**config.mk**
```make
export PLATFORM = sky130hd
export DESIGN_NAME = ctd_front
export DESIGN_NICKNAME = d
export VERILOG_FILES = /design/src/sv/assert_macros.svh /design/src/sv/ctd_pkg.sv /design/src/sv/ctd_front.sv
export SDC_FILE = /design/constraint.sdc
export NUM_CORES = 1
export LEC_CHECK = 0
export ABC_AREA = 1
export BUFFER_PORTS_ARGS = -buffer_cell sky130_fd_sc_hd__buf_2
export CORE_MARGIN = 4
export CORE_UTILIZATION = 55
export DETAILED_ROUTE_END_ITERATION = 6
export PLACE_DENSITY = 0.79
export SLEW_MARGIN = 0
export SYNTH_ARGS = -nofsm -noshare
export SYNTH_HDL_FRONTEND = slang
export SYNTH_SLANG_ARGS = --single-unit
```
**constraint.sdc**
```tcl
create_clock -name clk -period 3.1 [get_ports clk]
set_clock_uncertainty 0.1 [all_clocks]
set_input_delay 0.31 -clock clk [delete_from_list [all_inputs] [get_ports clk]]
set_output_delay 0.31 -clock clk [all_outputs]
set_load 0.005 [all_outputs]
```
**src/sv/assert_macros.svh**
```systemverilog
// Assertion macros used by the decoder back end.
`ifndef ASSERT_MACROS_SVH
`define ASSERT_MACROS_SVH
`ifndef ASSERT_OFF
`define CTD_ASSERT_IMPL(lbl, ante, cons, msg) \
	lbl: assert property (@(posedge clk) disable iff (!arst_n) (ante) |-> (cons)) else $error(msg);
`define CTD_ASSERT_NEXT(lbl, ante, cons, msg) \
	lbl: assert property (@(posedge clk) disable iff (!arst_n) (ante) |=> (cons)) else $error(msg);
`else
`define CTD_ASSERT_IMPL(lbl, ante, cons, msg)
`define CTD_ASSERT_NEXT(lbl, ante, cons, msg)
`endif
`endif

```
**src/sv/ctd_pkg.sv**
```systemverilog
// Types, codes and helpers shared by the CLUT texture decoder.
`timescale 1ns / 1ps
package ctd_pkg;

	localparam int PIX_W  = 22;
	localparam int MODE_W = 3;
	localparam int DATA_W = 16;

	localparam logic [1:0] FUNC_START = 2'd0;
	localparam logic [1:0] FUNC_PAL   = 2'd1;
	localparam logic [1:0] FUNC_PIX   = 2'd2;
	localparam logic [1:0] FUNC_NONE  = 2'd3;

	localparam logic [MODE_W-1:0] MODE_4BIT   = 3'd0;
	localparam logic [MODE_W-1:0] MODE_8BIT   = 3'd1;
	localparam logic [MODE_W-1:0] MODE_DIRECT = 3'd2;

	localparam logic CFG_PIXEL_MODE   = 1'b0;
	localparam logic CFG_IMAGE_PIXELS = 1'b1;

	// Command queue between front and back
	localparam int QDEPTH = 4;
	localparam int QAW    = 2;
	localparam int QCNT_W = 3;
	localparam logic [QCNT_W-1:0] QFULL = 3'd4;

	// Output buffer
	localparam int OUT_DEPTH = 4;
	localparam int OBUF_AW   = 2;
	localparam int OCC_W     = 3;
	localparam logic [OCC_W-1:0] OCC_FULL = 3'd4;

	typedef enum logic [1:0] {
		KIND_START = 2'd0,
		KIND_PAL   = 2'd1,
		KIND_PIX   = 2'd2
	} kind_t;

	typedef enum logic [1:0] {
		SRC_NIB    = 2'd0,
		SRC_BYTE   = 2'd1,
		SRC_DIRECT = 2'd2,
		SRC_ZERO   = 2'd3
	} src_t;

	typedef struct packed {
		kind_t             kind;
		src_t              src;
		logic [1:0]        npix_m1;
		logic [7:0]        pidx;
		logic [DATA_W-1:0] word;
	} item_t;

	typedef struct packed {
		logic       last;
		logic [7:0] red;
		logic [7:0] green;
		logic [7:0] blue;
		logic [7:0] alpha;
	} pixel_t;

	// BGR555 to RGBA8888; only the all-zero word is transparent
	function automatic pixel_t expand(input logic [DATA_W-1:0] w, input logic last);
		pixel_t p;
		p.last  = last;
		p.red   = {w[4:0], 3'b000};
		p.green = {w[9:5], 3'b000};
		p.blue  = {w[14:10], 3'b000};
		p.alpha = (w == '0) ? 8'h00 : 8'hFF;
		return p;
	endfunction

endpackage

```
**src/sv/ctd_front.sv**
```systemverilog
// Front end: accepts input items, classifies them and queues them for the back end.
`timescale 1ns / 1ps
module ctd_front (
	input  logic                           clk,
	input  logic                           arst_n,
	input  logic                           in_valid,
	output logic                           in_ready,
	input  logic [1:0]                     func,
	input  logic [7:0]                     palette_index,
	input  logic [ctd_pkg::DATA_W-1:0]     data_word,
	input  logic [ctd_pkg::MODE_W-1:0]     pixel_mode,
	output logic                           q_valid,
	input  logic                           q_ready,
	output ctd_pkg::item_t                 q_item
);

	ctd_pkg::item_t                 entry_q [ctd_pkg::QDEPTH];
	logic [ctd_pkg::QAW-1:0]        wr_ptr_q;
	logic [ctd_pkg::QAW-1:0]        rd_ptr_q;
	logic [ctd_pkg::QCNT_W-1:0]     count_q;
	ctd_pkg::item_t                 cls;
	logic                           xfer_in;
	logic                           push;
	logic                           pop;

	assign in_ready = (count_q != ctd_pkg::QFULL);
	assign xfer_in  = in_valid && in_ready;
	// unused func code is taken and dropped
	assign push     = xfer_in && (func != ctd_pkg::FUNC_NONE);
	assign q_valid  = (count_q != '0);
	assign pop      = q_valid && q_ready;
	assign q_item   = entry_q[rd_ptr_q];

	always_comb begin
		cls.pidx = palette_index;
		cls.word = data_word;
		unique case (func)
			ctd_pkg::FUNC_START: cls.kind = ctd_pkg::KIND_START;
			ctd_pkg::FUNC_PAL:   cls.kind = ctd_pkg::KIND_PAL;
			default:             cls.kind = ctd_pkg::KIND_PIX;
		endcase
		unique case (pixel_mode)
			ctd_pkg::MODE_4BIT: begin
				cls.src     = ctd_pkg::SRC_NIB;
				cls.npix_m1 = 2'd3;
			end
			ctd_pkg::MODE_8BIT: begin
				cls.src     = ctd_pkg::SRC_BYTE;
				cls.npix_m1 = 2'd1;
			end
			ctd_pkg::MODE_DIRECT: begin
				cls.src     = ctd_pkg::SRC_DIRECT;
				cls.npix_m1 = 2'd0;
			end
			default: begin
				cls.src     = ctd_pkg::SRC_ZERO;
				cls.npix_m1 = 2'd0;
			end
		endcase
	end

	always_ff @(posedge clk) begin
		if (push) begin
			entry_q[wr_ptr_q] <= cls;
		end
	end

	always_ff @(posedge clk or negedge arst_n) begin
		if (!arst_n) begin
			wr_ptr_q <= '0;
			rd_ptr_q <= '0;
			count_q  <= '0;
		end else begin
			if (push) begin
				wr_ptr_q <= wr_ptr_q + 1'b1;
			end
			if (pop) begin
				rd_ptr_q <= rd_ptr_q + 1'b1;
			end
			unique case ({push, pop})
				2'b10:   count_q <= count_q + 1'b1;
				2'b01:   count_q <= count_q - 1'b1;
				default: count_q <= count_q;
			endcase
		end
	end

endmodule

```
Yosys cells after proc, flatten, opt, wreduce, memory -nomap -nowiden
Memory sizes are Yosys's and may differ from the RTL's.
Cells that the tools add are included.
{"block": "totals", "n_memories": 1, "inputBits": 33, "mem_bits_rw": 120, "out_inout_bits": 32, "wordCells": 27, "reg_bits": 7}
{"name": "entry_q", "words": 4, "width": 30, "read_ports": 1, "rd_ports_with_merged_regs": 0, "wr": 1, "line": "ctd_front.sv:17", "rtl": "ctd_pkg::item_t entry_q [ctd_pkg::QDEPTH];"}
{"block": "op_classes", "mux": 5, "add_sub_neg": 4, "reduce_logical": 7, "eq_ne": 7}
{"op": "4-bit case mux with 3 select lines", "n": 1}
{"op": "3-bit case mux with 2 select lines", "n": 1}
{"op": "2-bit by 1-bit adder with 2-bit output, second input constant", "n": 2}
{"op": "2-bit by 1-bit equality test with 1-bit output, second input constant", "n": 2}
{"op": "2-bit case mux with 2 select lines", "n": 1}
{"op": "3-bit by 1-bit adder with 3-bit output, second input constant", "n": 1}
{"op": "3-bit by 1-bit equality test with 1-bit output, second input constant", "n": 1}
{"op": "3-bit by 2-bit equality test with 1-bit output, second input constant", "n": 1}
{"op": "1-bit logical AND", "n": 3}
{"op": "3-bit zero test", "n": 1}
{"op": "3-bit != test, second input constant", "n": 1}
{"op": "3-bit nonzero test", "n": 1}
{"op": "3-bit by 1-bit subtractor with 3-bit output, second input constant", "n": 1}
{"op": "2-bit equality test, second input constant", "n": 1}
{"op": "2-bit zero test", "n": 1}
{"op": "1-bit 2-to-1 mux", "n": 2}
{"op": "2-bit != test, second input constant", "n": 1}
{"op": "2-bit nonzero test", "n": 1}

Depth between registers and ports, before layout
{"block": "depth", "word_depth": 5, "mapped_depth": 12, "mapped_depth_nobuf": 12}

Worst setup path after synthesis
OpenSTA, ideal clock, no wires.
{"block": "synth_timing", "path_type": "register -> register", "startpoint": "register count_q[0] (netlist bit)", "endpoint": "memory entry_q[0][0] (netlist bit) (enable)", "stages_incl_launch_ff": 5, "period_less_slack_ns": 2.516, "n_path_buf": 0, "setup_ns": 0.417, "path_slack_ns": 0.584, "arrival_time_ns": 1.999, "required_ns": 2.583, "cell_sequence": "dfrtp_1 > inv_2 > nand3_1 > nand2_1 > nor2_1"}
{"block": "synth_via", "elab_chain_len": 5}
{"element": "start, declared", "line": "ctd_front.sv:20", "rtl": "logic [ctd_pkg::QCNT_W-1:0] count_q;"}
{"element": "start signal, assigned", "line": "ctd_front.sv:81", "rtl": "2'b10: count_q <= count_q + 1'b1;"}
{"element": "start signal, assigned", "line": "ctd_front.sv:82", "rtl": "2'b01: count_q <= count_q - 1'b1;"}
{"element": "start signal, assigned", "line": "ctd_front.sv:83", "rtl": "default: count_q <= count_q;"}
{"element": "3-bit != test", "line": "ctd_front.sv:26", "rtl": "assign in_ready = (count_q != ctd_pkg::QFULL);"}
{"element": "net in_ready", "line": "ctd_front.sv:7", "rtl": "output logic in_ready,"}
{"element": "1-bit logical AND", "line": "ctd_front.sv:27", "rtl": "assign xfer_in = in_valid && in_ready;"}
{"element": "1-bit logical AND", "line": "ctd_front.sv:29", "rtl": "assign push = xfer_in && (func != ctd_pkg::FUNC_NONE);"}
{"element": "1-bit 2-to-1 mux", "line": "ctd_front.sv:63", "rtl": "if (push) begin"}
{"element": "1-bit 2-to-1 mux (not written as such)", "line": "ctd_front.sv:64", "rtl": "entry_q[wr_ptr_q] <= cls;"}
{"element": "end, declared", "line": "ctd_front.sv:17"}
The timed path passes the listed nets, and every way through them passes these cells.

==> results.md <==
- Routing usage on met3: 0.0530
- Unrepaired setup endpoints after global routing: false
- Hold Fails Final Rpt: 0
- Initial DRC Count: 170
- Initial antenna violation count: 0
- Status: completed
- Netlist Area Pre-Place: 0.00535 mm^2
- Initial DRT Pass Iterations: 5
- Ys Warns: 0
- Num Clock Sinks: 127
- Crit-path max FO: 51
- Routed length per instance: 15.4 um
- Dpl hpwl: 6290 um
- Crit path capture: q_item[6]
- Mean number of vias per cell: 5.05
- Worst-path clk slew: 60 ps
- Most frequent CP cell: nand2_1
- Netlist cell types: 20
- Final worst path period need: 2580 ps
- Worst-Skew Late Latency: 510 ps
- Worst stage delay on the critical path: 430 ps
- Worst slew pin tran: 858 ps
- First-pass GRT wire length: 16800 um
- Post-Route WL: 10100 um
- Worst-path cell chain: inv_4 -> buf_4 -> nand2_1 -> o211ai_1 -> nand2_1 -> buf_2
- Arr. time, crit path: 2170 ps
- I/O Buffers: 64
- Busiest grt layer: met2
- Reg2reg end: count_q[2]
- Cell family with most CP delay: buffers and inverters
- Antenna diodes: 0
- Bufs and invs on worst path: 3
- Die Y: 107 um
- Number of buffers created by CTS: 17
- Synth top area share: 0.673
- Final Max Tran Viols: 0
- Net Count, Synth: 458
- Die area: 0.0114 mm^2
- Number of vias in the routed layout: 3323
- R2R depth: 10
- Synth-to-layout area growth: 24.5%
- Crit. path cell count: 6
- Nets: 556
- Clk Tree Root Cell: clkbuf_8
- Final ANT Viol Nets: 0
- # setup viols final: 0
- Final hold slack: 22.1 ps
- Ports: 65
- Total track usage: 0.193
- Syn Inst Count: 419
- GR Util met1: 0.231
- Slowest CP cell: dfrtp_1
- Vias in the first global route: 3498
- EDFF count, synth: 120
- WP data required: 2690 ps
- Avg Inst Size Synth: 12.8 um^2
- Peak supply drop: 0.000650 V
- Period Utilization, post-route: 0.831
- Core outline area: 0.00937 mm^2
- Max-Cap Viols: 0
- Clock buffer depth: 2
- Post-synth top cells: edfxtp_1, nand2_1, inv_1
- Launch point of the worst reg-to-reg path: count_q[0]
- CTS H-Tree Depth: 4
- Area leader, netlist: edfxtp_1
- Min-delay worst type: in2reg
- Setup_tns: 0 ps
- Most frequent cell after synthesis: edfxtp_1
- DRC: 0
- Post-synthesis sequential area ratio: 0.706
- Routability cong.: 0.802
- WS Path Type: reg2out
- Starting density of the core: 0.571
- Origin of the worst setup path: rd_ptr_q[0]
- Site Rows: 35
- Post-CTS Setup Inserts: 0
- Synth area leaders: edfxtp_1, nand2_1, o211ai_1, inv_1, o211ai_2
- Nature of the critical path startpoint: flop
- Largest net degree at the start of global routing: 52
- Synthesis-stage register bit count: 127
- Most used DFF post-synth: edfxtp_1
- Flop2flop setup slack: 830 ps
- Layout cells sized above 1: 0.246
- Power Density: 921 mW/mm^2
- GR Overflow Total: 0
- CTS tree: yes
- M2 GR Usage: 0.339
- Async SR Flop Fraction: 0.0551
- Setup crit end kind: output pin
- Max_slew headroom: 0.427
- Die W: 107 um
- Pleak: 2.79 nW
- Fmax: 388 MHz
[layer usage]
metal | wire length, um | vias up
met3 | 498 | 12
met2 | 5300 | 88
met5 | 0 | -
li1 | - | 1628
met4 | 102 | 0
met1 | 4210 | 1595
[state kept, by name, summed over array words and instances (netlist names)]
signal / cells
entry_q: 120
rd_ptr_q: 2
wr_ptr_q: 2
count_q: 3
[final cells by class]
| class | count | area, um^2 |
|---|---|---|
| clock buffers | 18 | 418 |
| inverters | 78 | 295 |
| flip-flops and latches | 127 | 3780 |
| multi-input cells | 193 | 1160 |
| repair buffers | 100 | 671 |
| clock inverters | 13 | 188 |
| well taps | 129 | 161 |
| fillers | 646 | 2700 |
[metrics by stage]
| step | instance area [um^2] | instances | worst slack [ps] | util | total power, W |
|---|---|---|---|---|---|
| after floorplan | 5350 | 419 | 584 | - | 0.00357 |
| after global placement | 5790 | 600 | 843 | 0.618 | 0.00406 |
| after detailed placement | 5790 | 600 | 721 | 0.618 | 0.00415 |
| after CTS | 6670 | 658 | 531 | 0.711 | 0.00620 |
| after global routing | 6670 | 658 | 387 | 0.711 | 0.00653 |
| final | 6670 | 658 | 523 | 0.711 | 0.00614 |
[how the worst min path moves through the flow]
stage	from	to	cells after the start
6_report	pixel_mode[0]	entry_q[2][26]	2
5_1_grt	pixel_mode[1]	entry_q[2][25]	2
4_1_cts	pixel_mode[0]	entry_q[3][26]	2
3_5_place_dp	arst_n	count_q[2]	1
3_3_place_gp	arst_n	count_q[0]	1
2_1_floorplan	arst_n	count_q[0]	0
[cells in the final DEF, fill, tap and decap left out, drive strengths merged]
cell type    netlist  routed
dfrtp              7       7
clkinvlp           0       3
bufinv             0       4
fa                 1       1
a21oi              1       1
dlygate4sd3        0      27
clkbuf             6      18
nand4              1       1
xnor2              1       1
nand3              7       7
nor2               7       7
ha                 5       5
buf               15      73
o211ai            60      60
o21ai              1       1
inv               78      80
or2                1       1
clkinv             0       4
nand2            108     108
edfxtp           120     120
[logic make-up (layout without fill, tap and decap cells)]
| family | Yosys count | in the layout | share of synthesized area |
|---|---|---|---|
| DFF | 127 | 127 | 0.706 |
| and+or+nand+nor | 124 | 124 | 0.0895 |
| buffers and inverters | 99 | 209 | 0.0839 |
| AOI/OAI and AO/OA | 62 | 62 | 0.104 |
| adders and majority gates | 6 | 6 | 0.0154 |
| xor gates and xnor gates | 1 | 1 | 0.00164 |
[where the power goes]
| part | total (W) | leakage, nW | internal [W] | switching (W) |
|---|---|---|---|---|
| Combinational | 0.00185 | 1.32 | 0.000688 | 0.00117 |
| Clock | 0.00200 | 0.288 | 0.00130 | 0.000702 |
| Sequential | 0.00228 | 1.18 | 0.00218 | 0.0000964 |
| Total | 0.00614 | 2.79 | 0.00418 | 0.00196 |
[what timing repair did]
action,4_1_cts,5_1_grt
hold endpoints to repair,109,0
gates resized for setup,0,0
hold buffers,27,0
(Power assumes the default switching activity.)
