File: config.mk
export PLATFORM = sky130hd
export DESIGN_NAME = ctd_obuf
export DESIGN_NICKNAME = d
export VERILOG_FILES = /design/src/sv/assert_macros.svh /design/src/sv/ctd_pkg.sv /design/src/sv/ctd_obuf.sv
export SDC_FILE = /design/constraint.sdc
export NUM_CORES = 1
export LEC_CHECK = 0
export BUFFER_PORTS_ARGS = -buffer_cell sky130_fd_sc_hd__buf_4
export CAP_MARGIN = 20
export CORE_UTILIZATION = 56
export DETAILED_ROUTE_END_ITERATION = 7
export MAX_ROUTING_LAYER = met4
export PLACE_DENSITY = 0.78
export SLEW_MARGIN = 20
export SYNTH_ARGS = -nofsm -noshare
export SYNTH_HDL_FRONTEND = slang
export SYNTH_SLANG_ARGS = --single-unit
File: constraint.sdc
create_clock -name clk -period 1.98 [get_ports clk]
set_input_delay 0.396 -clock clk [delete_from_list [all_inputs] [get_ports clk]]
set_output_delay 0.396 -clock clk [all_outputs]
set_load 0.01 [all_outputs]
File: src/sv/assert_macros.svh
// Assertion macros used by the decoder back end.
`ifndef ASSERT_MACROS_SVH
`define ASSERT_MACROS_SVH
`ifndef ASSERT_OFF
`define CTD_ASSERT_IMPL(lbl, ante, cons, msg) \
	lbl: assert property (@(posedge clk) disable iff (!arst_n) (ante) |-> (cons)) else $error(msg);
`define CTD_ASSERT_NEXT(lbl, ante, cons, msg) \
	lbl: assert property (@(posedge clk) disable iff (!arst_n) (ante) |=> (cons)) else $error(msg);
`else
`define CTD_ASSERT_IMPL(lbl, ante, cons, msg)
`define CTD_ASSERT_NEXT(lbl, ante, cons, msg)
`endif
`endif

File: src/sv/ctd_pkg.sv
// Types, codes and helpers shared by the CLUT texture decoder.
`timescale 1ns / 1ps
package ctd_pkg;

	localparam int PIX_W  = 22;
	localparam int MODE_W = 3;
	localparam int DATA_W = 16;

	localparam logic [1:0] FUNC_START = 2'd0;
	localparam logic [1:0] FUNC_PAL   = 2'd1;
	localparam logic [1:0] FUNC_PIX   = 2'd2;
	localparam logic [1:0] FUNC_NONE  = 2'd3;

	localparam logic [MODE_W-1:0] MODE_4BIT   = 3'd0;
	localparam logic [MODE_W-1:0] MODE_8BIT   = 3'd1;
	localparam logic [MODE_W-1:0] MODE_DIRECT = 3'd2;

	localparam logic CFG_PIXEL_MODE   = 1'b0;
	localparam logic CFG_IMAGE_PIXELS = 1'b1;

	// Command queue between front and back
	localparam int QDEPTH = 4;
	localparam int QAW    = 2;
	localparam int QCNT_W = 3;
	localparam logic [QCNT_W-1:0] QFULL = 3'd4;

	// Output buffer
	localparam int OUT_DEPTH = 4;
	localparam int OBUF_AW   = 2;
	localparam int OCC_W     = 3;
	localparam logic [OCC_W-1:0] OCC_FULL = 3'd4;

	typedef enum logic [1:0] {
		KIND_START = 2'd0,
		KIND_PAL   = 2'd1,
		KIND_PIX   = 2'd2
	} kind_t;

	typedef enum logic [1:0] {
		SRC_NIB    = 2'd0,
		SRC_BYTE   = 2'd1,
		SRC_DIRECT = 2'd2,
		SRC_ZERO   = 2'd3
	} src_t;

	typedef struct packed {
		kind_t             kind;
		src_t              src;
		logic [1:0]        npix_m1;
		logic [7:0]        pidx;
		logic [DATA_W-1:0] word;
	} item_t;

	typedef struct packed {
		logic       last;
		logic [7:0] red;
		logic [7:0] green;
		logic [7:0] blue;
		logic [7:0] alpha;
	} pixel_t;

	// BGR555 to RGBA8888; only the all-zero word is transparent
	function automatic pixel_t expand(input logic [DATA_W-1:0] w, input logic last);
		pixel_t p;
		p.last  = last;
		p.red   = {w[4:0], 3'b000};
		p.green = {w[9:5], 3'b000};
		p.blue  = {w[14:10], 3'b000};
		p.alpha = (w == '0) ? 8'h00 : 8'hFF;
		return p;
	endfunction

endpackage

File: src/sv/ctd_obuf.sv
// Output buffer holding decoded pixels until the receiver takes them.
`timescale 1ns / 1ps
module ctd_obuf (
	input  logic                          clk,
	input  logic                          arst_n,
	input  logic                          push,
	input  ctd_pkg::pixel_t               push_pix,
	output logic [ctd_pkg::OCC_W-1:0]     occ,
	output logic                          out_valid,
	input  logic                          out_ready,
	output ctd_pkg::pixel_t               head
);

	ctd_pkg::pixel_t                 slot_q [ctd_pkg::OUT_DEPTH];
	logic [ctd_pkg::OBUF_AW-1:0]     wr_ptr_q;
	logic [ctd_pkg::OBUF_AW-1:0]     rd_ptr_q;
	logic [ctd_pkg::OCC_W-1:0]       occ_q;
	logic                            pop;

	assign occ       = occ_q;
	assign out_valid = (occ_q != '0);
	assign pop       = out_valid && out_ready;
	assign head      = slot_q[rd_ptr_q];

	always_ff @(posedge clk) begin
		if (push) begin
			slot_q[wr_ptr_q] <= push_pix;
		end
	end

	always_ff @(posedge clk or negedge arst_n) begin
		if (!arst_n) begin
			wr_ptr_q <= '0;
			rd_ptr_q <= '0;
			occ_q    <= '0;
		end else begin
			if (push) begin
				wr_ptr_q <= wr_ptr_q + 1'b1;
			end
			if (pop) begin
				rd_ptr_q <= rd_ptr_q + 1'b1;
			end
			unique case ({push, pop})
				2'b10:   occ_q <= occ_q + 1'b1;
				2'b01:   occ_q <= occ_q - 1'b1;
				default: occ_q <= occ_q;
			endcase
		end
	end

endmodule

; Word-level counts from Yosys, hierarchy flattened
; Memories as Yosys holds them, arrays and structs flattened.
; Cells that the tools add are included.
[word_totals]
in_bits = 37
register_bits = 7
ram_bits = 132
output_inout_bits = 37
n_memories = 1
[op_classes]
n_mux = 3
n_addsub = 4
n_eq_ne = 2
reduce_logical = 3
[memory_table]
columns = memory, words, word_bits, rd, rd_ports_with_merged_regs, wr, line_no
row1 = slot_q, 4, 33, 1, 0, 1, ctd_obuf.sv:14  ; ctd_pkg::pixel_t slot_q [ctd_pkg::OUT_DEPTH];
[op_table]
columns = op, n
row1 = $pmux W3 S2, 1
row2 = $add A2 B1 Y2 const B, 2
row3 = $add A3 B1 Y3 const B, 1
row4 = $reduce_bool A3 Y1, 1
row5 = $sub A3 B1 Y3 const B, 1
row6 = $eq A2 B1 Y1 const B, 1
row7 = $eq A2 B2 Y1 const B, 1
row8 = $mux W1, 2
row9 = $reduce_bool A2 Y1, 1
row10 = $logic_and A1 B1 Y1, 1

; Logic depth before layout (Yosys ltp)
; Gate-level depths: netlist (run 1).
[logic_depth]
depth_word = 4
mapped_depth = 7

; Worst setup path after synthesis (run 1)
; OpenSTA, ideal clock, no wires.
[synth_path]
path_kind = register to register
from = register wr_ptr_q[0] (netlist bit)
to = memory slot_q[0][0] (netlist bit) (enable)
slack_ns = 0.155
path_buffers = 0
path_stages_with_launch = 4
synth_period_minus_slack_ns = 1.825
arrival_time_ns = 1.432
cell_sequence = dfrtp_1 inv_1 ha_1 and2_1
[synth_rtl]
columns = item, line_no
row1 = from (decl), ctd_obuf.sv:15  ; logic [ctd_pkg::OBUF_AW-1:0] wr_ptr_q;
row2 = from (signal assigned), ctd_obuf.sv:38  ; wr_ptr_q <= wr_ptr_q + 1'b1;
row3 = to (decl), ctd_obuf.sv:14
; No word-level cell before the write port.

==> results_dict.tcl, run 1 <==
set metrics [dict create \
    status "finished, violations left" \
    violations "design-rule violations, negative setup slack" \
    synthTopCellsByCount "132 x edfxtp_1, 28 x mux4_2, 7 x dfrtp_1, 6 x inv_1" \
    setup.worst_path.end "head[8]" \
    p_clk_frac 0.250 \
    routedWlPerCell_um 21.4 \
    ys_seq_area_frac 0.793 \
    grtUsageTotal 0.218 \
    die_h_um 98.5 \
    hold_slack_ps 89.8 \
    synth_top_area_cell "edfxtp_1" \
    dp.final_hpwl_mm 5.53 \
    crit_type "reg -> out" \
    place_area_um2 6000 \
    drtAntennaViolNets 0 \
    rr_endpoint "occ[2]$_DFFE_PN0P_" \
    clk_latency_ps 500 \
    startpoint_type "flip-flop" \
    fillers 472 \
    diodes 0 \
    wirelength_mm 9.19 \
    worstReg2RegStart "occ[2]$_DFFE_PN0P_" \
    final_hold_viol_count 0 \
    async_reset_ff_frac 0.0504 \
    design_area_um2 6650 \
    drc 1 \
    synth_area_um2 5220 \
    powerDensity_nw_per_um2 1540 \
    yosysWarnings 0 \
    cts_sinks 139 \
    multi_input_area_um2 950 \
    worst_ir_drop_vdd_v 0.000740 \
    syn_avg_cell_area_um2 25.0 \
    worst_pin_slew_ps 280 \
    finalWeightedCongestion 0.697 \
    antenna_found_initial 0 \
    cts_tree "done" \
    endpoint_kind "primary output" \
    dp_slack_ps 127 \
    skew_ps 13.0 \
    r2r_slack_ps 180 \
    yosysMostFrequentCell "edfxtp_1" \
    chipWidth_um 98.5 \
    synthTopCellsByArea "edfxtp_1 76%, mux4_2 12%, dfrtp_1 3.4%" \
    cellLeakagePower_nw 2.38 \
    vias 2439 \
    core_um2 8850 \
    start_util 0.590 \
    htreeDepth 4 \
    max_freq_mhz 442 \
    critPathLaunch "rd_ptr_q[0]$_DFFE_PN0P_" \
    nNetsFinal 356 \
    cp_max_fo 8 \
    layout_setup_ws_ps -283 \
    syn_nets 252 \
    total_power_w 0.0102 \
    numPortBuffers 73 \
    synth_edf_count 132 \
    arrival_ps 1870 \
    setup-tns-final_ps -7550 \
    internal_power_w 0.00739 \
    post-route-min-period_ps 2260 \
    ioPinCount 74 \
    core.rowCount 34 \
    seqCellArea_um2 4140 \
    clockRootBuffer "clkbuf_8" \
    synth_cells 209 \
    p_sw_frac 0.276 \
    die-area_um2 9700 \
    netSwitchingPower_w 0.00282 \
    path_clk_slew_ps 60 \
    layout-drive-gt1-share 0.481 \
    ys_ff_latch 139 \
    synth_top_area_frac 0.760 \
    seq_power_share 0.400 \
    dr.pass1.iters 8 \
    routed_via_density 5.67 \
    grt_pass1_wl_mm 14.5 \
    combPwrFrac 0.349 \
    cts_buffer_depth 2 \
    slew_violations 0 \
    hold_path_class "in -> reg" \
    grt_max_degree 22 \
    slew_headroom 0.813 \
    synthFlopType "edfxtp_1" \
    crit_required_ps 1580 \
    drv_cap 0 \
    synthDistinctLibCells 19 \
    grt_overflow 0 \
    period_share 1.14 \
    drt_iter0_drc 101 \
    cts_made_buffers 17 \
    syn_to_final_growth_pct 27.4 \
    rsz0062_at_grt "yes" \
    setup_violations 33 \
    r2r_cells 7 \
    grt_pass1_vias 2625 \
]
==> cells in the final DEF, fill, tap and decap left out, types with 2 or more instances in the layout <==
cell type   netlist  routed
xnor2_1           2       2
and2_2            0       4
clkinv_1          0       2
buf_12            3       9
clkbuf_1          0       2
edfxtp_1        132     132
dfrtp_1           7       5
buf_6             1      29
clkinv_4          0       2
clkinv_2          0       3
inv_1             6       6
buf_4             0      54
xor2_1            4       4
nand2_1           2       2
ha_1              5       5
clkbuf_16         0      16
dfrtp_2           0       2
clkinvlp_4        0       2
mux4_2           28      33
==> state kept, by name, indices dropped and copies added (netlist names) <==
signal,cells
slot_q,132
rd_ptr_q,2
occ,3
wr_ptr_q,2
==> worst max-delay path: stages (launching register included) <==
cell and delay [ps]:
dfrtp_2 410, buf_6 130, buf_12 130, mux4_2 540
buf_6 140
==> power by group through the flow <==
stage          clock [W]  sequential (W)  combinational [W]
3_3_place_gp           0         0.00412            0.00303
5_1_grt          0.00273         0.00414            0.00381
4_1_cts          0.00260         0.00409            0.00366
6_report         0.00256         0.00409            0.00357
2_1_floorplan          0         0.00406            0.00186
3_5_place_dp           0         0.00417            0.00306
==> worst min-delay path by stage <==
| stage | from | to | slack, ps | cells after the start |
|---|---|---|---|---|
| 2_1_floorplan | arst_n | occ[0]$_DFFE_PN0P_ | 100 | 0 |
| 3_3_place_gp | arst_n | occ[0]$_DFFE_PN0P_ | 220 | 1 |
| 3_5_place_dp | arst_n | occ[0]$_DFFE_PN0P_ | 220 | 1 |
| 4_1_cts | push_pix[26] | slot_q[0][26]$_DFFE_PP_ | 70 | 1 |
| 5_1_grt | push_pix[26] | slot_q[0][26]$_DFFE_PP_ | 70 | 1 |
| 6_report | push_pix[26] | slot_q[3][26]$_DFFE_PP_ | 90 | 1 |
==> through the flow <==
stage / cells / util
after CTS: 431 / 0.753
after global placement: 396 / 0.678
after detailed placement: 396 / 0.678
final: 430 / 0.751
after global routing: 430 / 0.751
after floorplan: 209 / -
==> layout make-up <==
cell class              count  share of cell area
clock buffers              19              0.0634
clock inverters             9             0.00828
inverters                   6             0.00339
multi-input cells          56               0.143
flip-flops and latches    139               0.623
well taps                 108              0.0203
repair buffers             93               0.139
==> per-layer routing <==
| layer | track usage | part of all wire | vias up |
|---|---|---|---|
| met3 | 0.0560 | 0.046 | 10 |
| met4 | 0.0964 | 0.011 | 0 |
| met2 | 0.331 | 0.51 | 91 |
| met1 | 0.285 | 0.43 | 1261 |
| met5 | - | 0 | - |
| li1 | - | - | 1077 |
==> cell families (layout without fill, tap and decap cells) <==
logic type	after synthesis	in the layout	share of synthesized area
flops	139	139	0.793
mux	34	34	0.148
simple gates	8	8	0.00816
fa+ha+maj	6	6	0.0158
buf+inv	14	127	0.0218
compound gates	2	2	0.00264
xor+xnor	6	6	0.0101
==> repair_timing <==
action,in CTS,in global routing
hold endpoints to repair,7,0
pin swaps,0,1
buffers inserted,5,0
gates cloned,1,0
endpoints found under the setup margin,33,34
resized for setup,36,2
hold buffers,1,0
Power figures use the tool's default switching activity.
==> run 2: changes to the inputs <==
--- a/config.mk
+++ b/config.mk
@@ -7,10 +7,10 @@
 export LEC_CHECK = 0
 export BUFFER_PORTS_ARGS = -buffer_cell sky130_fd_sc_hd__buf_4
 export CAP_MARGIN = 20
-export CORE_UTILIZATION = 56
+export CORE_UTILIZATION = 45
 export DETAILED_ROUTE_END_ITERATION = 7
 export MAX_ROUTING_LAYER = met4
-export PLACE_DENSITY = 0.78
+export PLACE_DENSITY = 0.65
 export SLEW_MARGIN = 20
 export SYNTH_ARGS = -nofsm -noshare
 export SYNTH_HDL_FRONTEND = slang
==> run 2 against run 1 <==
  * The run ends with negative setup slack left
  * Hold slack improved by 96 ps
  * Sequential power barely moved
  * Via count fell by 1.5%
  * Worst setup slack improved by 58 ps
  * Final area rose by 2.3%
  * Clock-buffer cell count fell by 1
  * Sequential share of layout area fell by 1.4 points
  * Critical path depth did not move
  * Critical path type unchanged
  * Largest power group unchanged
==> results_dict.tcl, run 2 (synthesis results as in run 1) <==
set metrics [dict create \
    status "finished, violations left" \
    violations "negative setup slack" \
    worst_pin_slew_ps 296 \
    skew_ps 6.12 \
    grt_overflow 0 \
    diodes 0 \
    antenna_found_initial 0 \
    largest_register_ffs 132 \
    crit_slowest_cell "mux4_2" \
    drtAntennaViolNets 0 \
    die-area_um2 12000 \
    multi_input_area_um2 950 \
    layout_setup_ws_ps -225 \
    setup_violations 33 \
    slew_violations 0 \
    drc 0 \
    final_hold_viol_count 0 \
    rsz0062_at_grt "yes" \
    setup-tns-final_ps -5790 \
    finalWeightedCongestion 0.684 \
    cp_max_fo 7 \
    chipWidth_um 110 \
    start_util 0.471 \
    clockRootBuffer "clkbuf_16" \
    layout_commonest_cell "edfxtp_1" \
    ioPinCount 74 \
    die_h_um 110 \
    total_power_w 0.0109 \
    grtUsageTotal 0.174 \
    crit_required_ps 1580 \
    mostFrequentLayoutCells "132 x edfxtp_1, 54 x buf_4, 33 x mux4_2, 28 x buf_6, 18 x clkbuf_16" \
    period_share 1.11 \
    max_freq_mhz 454 \
    place_area_um2 5980 \
    worst_path_largest_cell_delay_ps 530 \
    final_cells 463 \
    cpMostUsedCell "buf_4" \
    cts_tree "done" \
    syn_to_final_growth_pct 30.4 \
    core.rowCount 38 \
    dp.final_hpwl_mm 5.23 \
    design_area_um2 6800 \
    htreeDepth 4 \
    cts_buffer_depth 2 \
    routedWlPerCell_um 20.3 \
    endpoint_kind "primary output" \
    grt_pass1_wl_mm 14.0 \
    cts_made_buffers 17 \
    wirelength_mm 9.40 \
    path_buf_inv 3 \
    clk_latency_ps 410 \
    grt_max_degree 26 \
    nNetsFinal 354 \
    grt_pass1_vias 2570 \
    numPlacedInstances 424 \
    routed_via_density 5.19 \
    cellLeakagePower_nw 2.44 \
    worst_ir_drop_vdd_v 0.000762 \
    fin_util 0.614 \
    numPortBuffers 73 \
    cts_sinks 139 \
    core_um2 11100 \
    regMostFlops "slot_q" \
    seqCellArea_um2 4140 \
    fillers 775 \
    powerDensity_nw_per_um2 1600 \
    path_cells "buf_4 > buf_16 > mux4_2 > buf_4" \
    arrival_ps 1810 \
    dr.pass1.iters 6 \
    crit_type "reg -> out" \
    drv_cap 0 \
    path_clk_slew_ps 60 \
    vias 2402 \
    layout-drive-gt1-share 0.486 \
    crit_family "multiplexers" \
    slew_headroom 0.803 \
    hold_path_class "in -> reg" \
    post-route-min-period_ps 2200 \
    drt_iter0_drc 122 \
    startpoint_type "flip-flop" \
]
==> run 2: cell types whose count changed in the layout (fill, tap and decap cells not counted) <==
cell        change
clkbuf_16       +2
buf_8           +1
buf_16          +2
clkbuf_1        -1
buf_6           -1
clkbuf_8        -1
bufinv_16       +4
clkinvlp_4      -1
buf_12          -5
clkinv_4        +1
==> run 2: where the power goes <==
part	total (W)	switching [W]	internal, W
Clock	0.00322	0.00113	0.00209
Sequential	0.00406	0.000195	0.00387
Combinational	0.00361	0.00158	0.00204
==> run 2: final timing paths <==
kind / startpoint / slack, ps / endpoint / cells after the start
max in group asynchronous: arst_n / 1510 / rd_ptr_q[1]$_DFFE_PN0P_ / 2
min in group asynchronous: arst_n / 330 / occ[1]$_DFFE_PN0P_ / 2
worst min register to register: wr_ptr_q[0]$_DFFE_PN0P_ / 540 / wr_ptr_q[0]$_DFFE_PN0P_ / 1
worst min-delay path: push_pix[14] / 190 / slot_q[0][14]$_DFFE_PP_ / 1
worst max-delay path: rd_ptr_q[0]$_DFFE_PN0P_ / -220 / head[10] / 4
worst max register to register: occ[0]$_DFFE_PN0P_ / 200 / occ[2]$_DFFE_PN0P_ / 7
==> run 2: per-stage QoR <==
step           setup WS (ps)  hold WS, ps
6_report                -225          186
5_1_grt                 -267          175
4_1_cts                 -237          172
3_5_place_dp             184          215
3_3_place_gp             187          216
2_1_floorplan            155          100
==> run 2: layout make-up <==
| cell class | instances | share of cell area |
|---|---|---|
| sequential | 139 | 0.609 |
| multi-input combinational | 56 | 0.140 |
| timing repair buffer | 91 | 0.133 |
| clock buffer | 18 | 0.0631 |
| clock inverter | 13 | 0.0259 |
| tap | 140 | 0.0258 |
| inverter | 6 | 0.00331 |
==> run 2: layer usage <==
layer | global-route usage | share of wire | vias to the layer above
li1 | - | - | 1076
met1 | 0.209 | 0.42 | 1236
met2 | 0.281 | 0.52 | 78
met3 | 0.0528 | 0.052 | 12
met4 | 0.0648 | 0.014 | 0
met5 | - | 0 | -
==> run 2: worst reg2reg max path, delay by kind of cell (launching register included) <==
family                   cells  cell delay [ps]
AO/OA/AOI/OAI                1              240
XOR/XNOR                     2              300
adder cells (fa/ha/maj)      2              570
buffers and inverters        1               60
flip-flops                   1              420
AND/OR/NAND/NOR              1              110
==> run 2: timing repair <==
item	4_1_cts	5_1_grt
endpoints found under the hold margin	7	0
setup buffers	3	1
setup endpoints to repair	33	33
resized for setup	4	33
gates cloned	2	1
hold buffers	1	0
==> run 3: changes to the inputs <==
--- a/config.mk
+++ b/config.mk
@@ -10,7 +10,7 @@
 export CORE_UTILIZATION = 45
 export DETAILED_ROUTE_END_ITERATION = 7
 export MAX_ROUTING_LAYER = met4
-export PLACE_DENSITY = 0.65
+export PLACE_DENSITY = 0.67
 export SLEW_MARGIN = 20
 export SYNTH_ARGS = -nofsm -noshare
 export SYNTH_HDL_FRONTEND = slang
==> constraint.sdc (replaced) <==
create_clock -name clk -period 2 [get_ports clk]
set_input_delay 0.4 -clock clk [delete_from_list [all_inputs] [get_ports clk]]
set_output_delay 0.4 -clock clk [all_outputs]
set_load 0.01 [all_outputs]
==> run 3 against run 2 <==
  * The flow still finishes with violations (negative setup slack)
  * Critical path depth unchanged
  * Routed wire length fell by 3.7%
  * Power is 0.68% higher
  * Clock skew is 1.8 ps higher
  * Register-to-register slack about the same
  * Non-clock buffer count is 1 higher
  * Critical endpoint is now head[4]
  * Sequential power barely moved
  * Combinational power decreased by 2%
  * Worst setup slack better by 47 ps
  * Global-route usage hardly changed
  * Utilization is 0.47 points higher
==> results_dict.tcl, run 3 (synthesis results as in run 1) <==
set metrics [dict create \
    dr.pass1.iters 4 \
    violations "negative setup slack" \
    worst_pin_slew_ps 376 \
    status "finished, violations left" \
    max_freq_mhz 459 \
    cts_tree "done" \
    ioPinCount 74 \
    drv_cap 0 \
    cpMostUsedCell "buf_4" \
    drt_iter0_drc 107 \
    path_clk_slew_ps 60 \
    routed_via_density 5.19 \
    largest_register_ffs 132 \
    clockRootBuffer "clkbuf_16" \
    dp.final_hpwl_mm 5.42 \
    period_share 1.09 \
    core.rowCount 38 \
    powerDensity_nw_per_um2 1600 \
    start_util 0.471 \
    critPathLaunch "rd_ptr_q[0]$_DFFE_PN0P_" \
    cts_buffer_depth 2 \
    finalWeightedCongestion 0.737 \
    worst_path_largest_cell_delay_ps 520 \
    antenna_found_initial 0 \
    crit_required_ps 1600 \
    cp_max_fo 6 \
    setup.worst_path.end "head[4]" \
    r2r_slack_ps 210 \
    worst_hold_path.num_cells 1 \
    cts_sinks 139 \
    grt_overflow 0 \
    crit_slowest_cell "mux4_2" \
    numPortBuffers 73 \
    path_buf_inv 3 \
    arrival_ps 1780 \
    drtAntennaViolNets 0 \
    rr_endpoint "occ[2]$_DFFE_PN0P_" \
    vias 2414 \
    grt_pass1_wl_mm 13.9 \
    hold_path_class "in -> reg" \
    grt_pass1_vias 2602 \
    r2r_cells 7 \
    skew_ps 7.90 \
    cts_made_buffers 17 \
    hold_slack_ps 186 \
    startpoint_type "flip-flop" \
    routedWlPerCell_um 19.5 \
    drc 0 \
    crit_type "reg -> out" \
    die_h_um 110 \
    rsz0062_at_grt "yes" \
    slew_violations 0 \
    crit_family "multiplexers" \
    clk_latency_ps 410 \
    mostFrequentLayoutCells "132 x edfxtp_1, 58 x buf_4, 33 x mux4_2, 23 x buf_6, 17 x clkbuf_16" \
    path_cells "buf_4 > buf_12 > mux4_2 > buf_4" \
    layout-drive-gt1-share 0.495 \
    syn_to_final_growth_pct 31.4 \
    final_hold_viol_count 0 \
    core_um2 11100 \
    chipWidth_um 110 \
    slew_headroom 0.749 \
    endpoint_kind "primary output" \
    place_area_um2 5990 \
    diodes 0 \
    design_area_um2 6850 \
    grtUsageTotal 0.174 \
    worstReg2RegStart "occ[0]$_DFFE_PN0P_" \
    wirelength_mm 9.05 \
    crit_cells 4 \
    htreeDepth 4 \
    nNetsFinal 355 \
    setup_violations 33 \
    layout_setup_ws_ps -178 \
    cellLeakagePower_nw 2.46 \
    worst_ir_drop_vdd_v 0.00111 \
    die-area_um2 12000 \
    grt_max_degree 28 \
    layout_commonest_cell "edfxtp_1" \
    post-route-min-period_ps 2180 \
    regMostFlops "slot_q" \
]
## run 3: power by group
group | switching [W] | leakage (nW) | internal [W]
registers | 0.000232 | 1.29 | 0.00383
clock network | 0.00116 | 0.307 | 0.00221
logic | 0.00151 | 0.857 | 0.00204
total | 0.00290 | 2.46 | 0.00807
## run 3: layout make-up
cell class                 instances  area [µm²]
clock buffer                      17         425
clock inverter                    15         221
fill                             772        4230
inverter                           6        22.5
multi-input combinational         56         950
sequential                       139        4140
tap                              140         175
timing repair buffer              92         917
## run 3: worst register-to-register path: stages (launching register included)
cell and delay [ps]:
dfrtp_1 440, o31a_1 240, ha_1 200, inv_1 60
fa_1 370, xor2_1 150, nor2_1 110, xor2_1 150
## run 3: timing repair
item	4_1_cts	5_1_grt
hold buffers	1	0
endpoints found under the hold margin	7	0
pin swaps	0	0
resized for setup	35	0
cloned	3	0
setup buffers	5	0
setup endpoints to repair	33	33
## run 3: per-layer routing
| metal | up-vias | track usage | wire length (µm) |
|---|---|---|---|
| li1 | 1076 | - | - |
| met1 | 1253 | 0.207 | 3760 |
| met2 | 72 | 0.272 | 4670 |
| met3 | 13 | 0.0545 | 484 |
| met4 | 0 | 0.0829 | 138 |
| met5 | - | - | 0 |
## run 3: worst min-delay path by stage
stage | slack, ps | endpoint | start
floorplan | 100 | occ[0]$_DFFE_PN0P_ | arst_n
global placement | 220 | occ[0]$_DFFE_PN0P_ | arst_n
detailed placement | 220 | occ[1]$_DFFE_PN0P_ | arst_n
CTS | 170 | slot_q[0][10]$_DFFE_PP_ | push_pix[10]
global route | 170 | slot_q[1][16]$_DFFE_PP_ | push_pix[16]
finish | 190 | slot_q[1][16]$_DFFE_PP_ | push_pix[16]
## run 3: stage by stage
| stage | worst slack (ps) | utilization | setup TNS [ps] | total power (W) | std cells |
|---|---|---|---|---|---|
| final | -178 | 0.619 | -5200 | 0.0110 | 465 |
| after global routing | -243 | 0.619 | -7270 | 0.0115 | 465 |
| after CTS | -191 | 0.619 | -5380 | 0.0111 | 465 |
| after detailed placement | 190 | 0.541 | 0 | 0.00714 | 424 |
| after global placement | 234 | 0.541 | 0 | 0.00708 | 424 |
| after floorplan | 175 | - | 0 | 0.00586 | 209 |
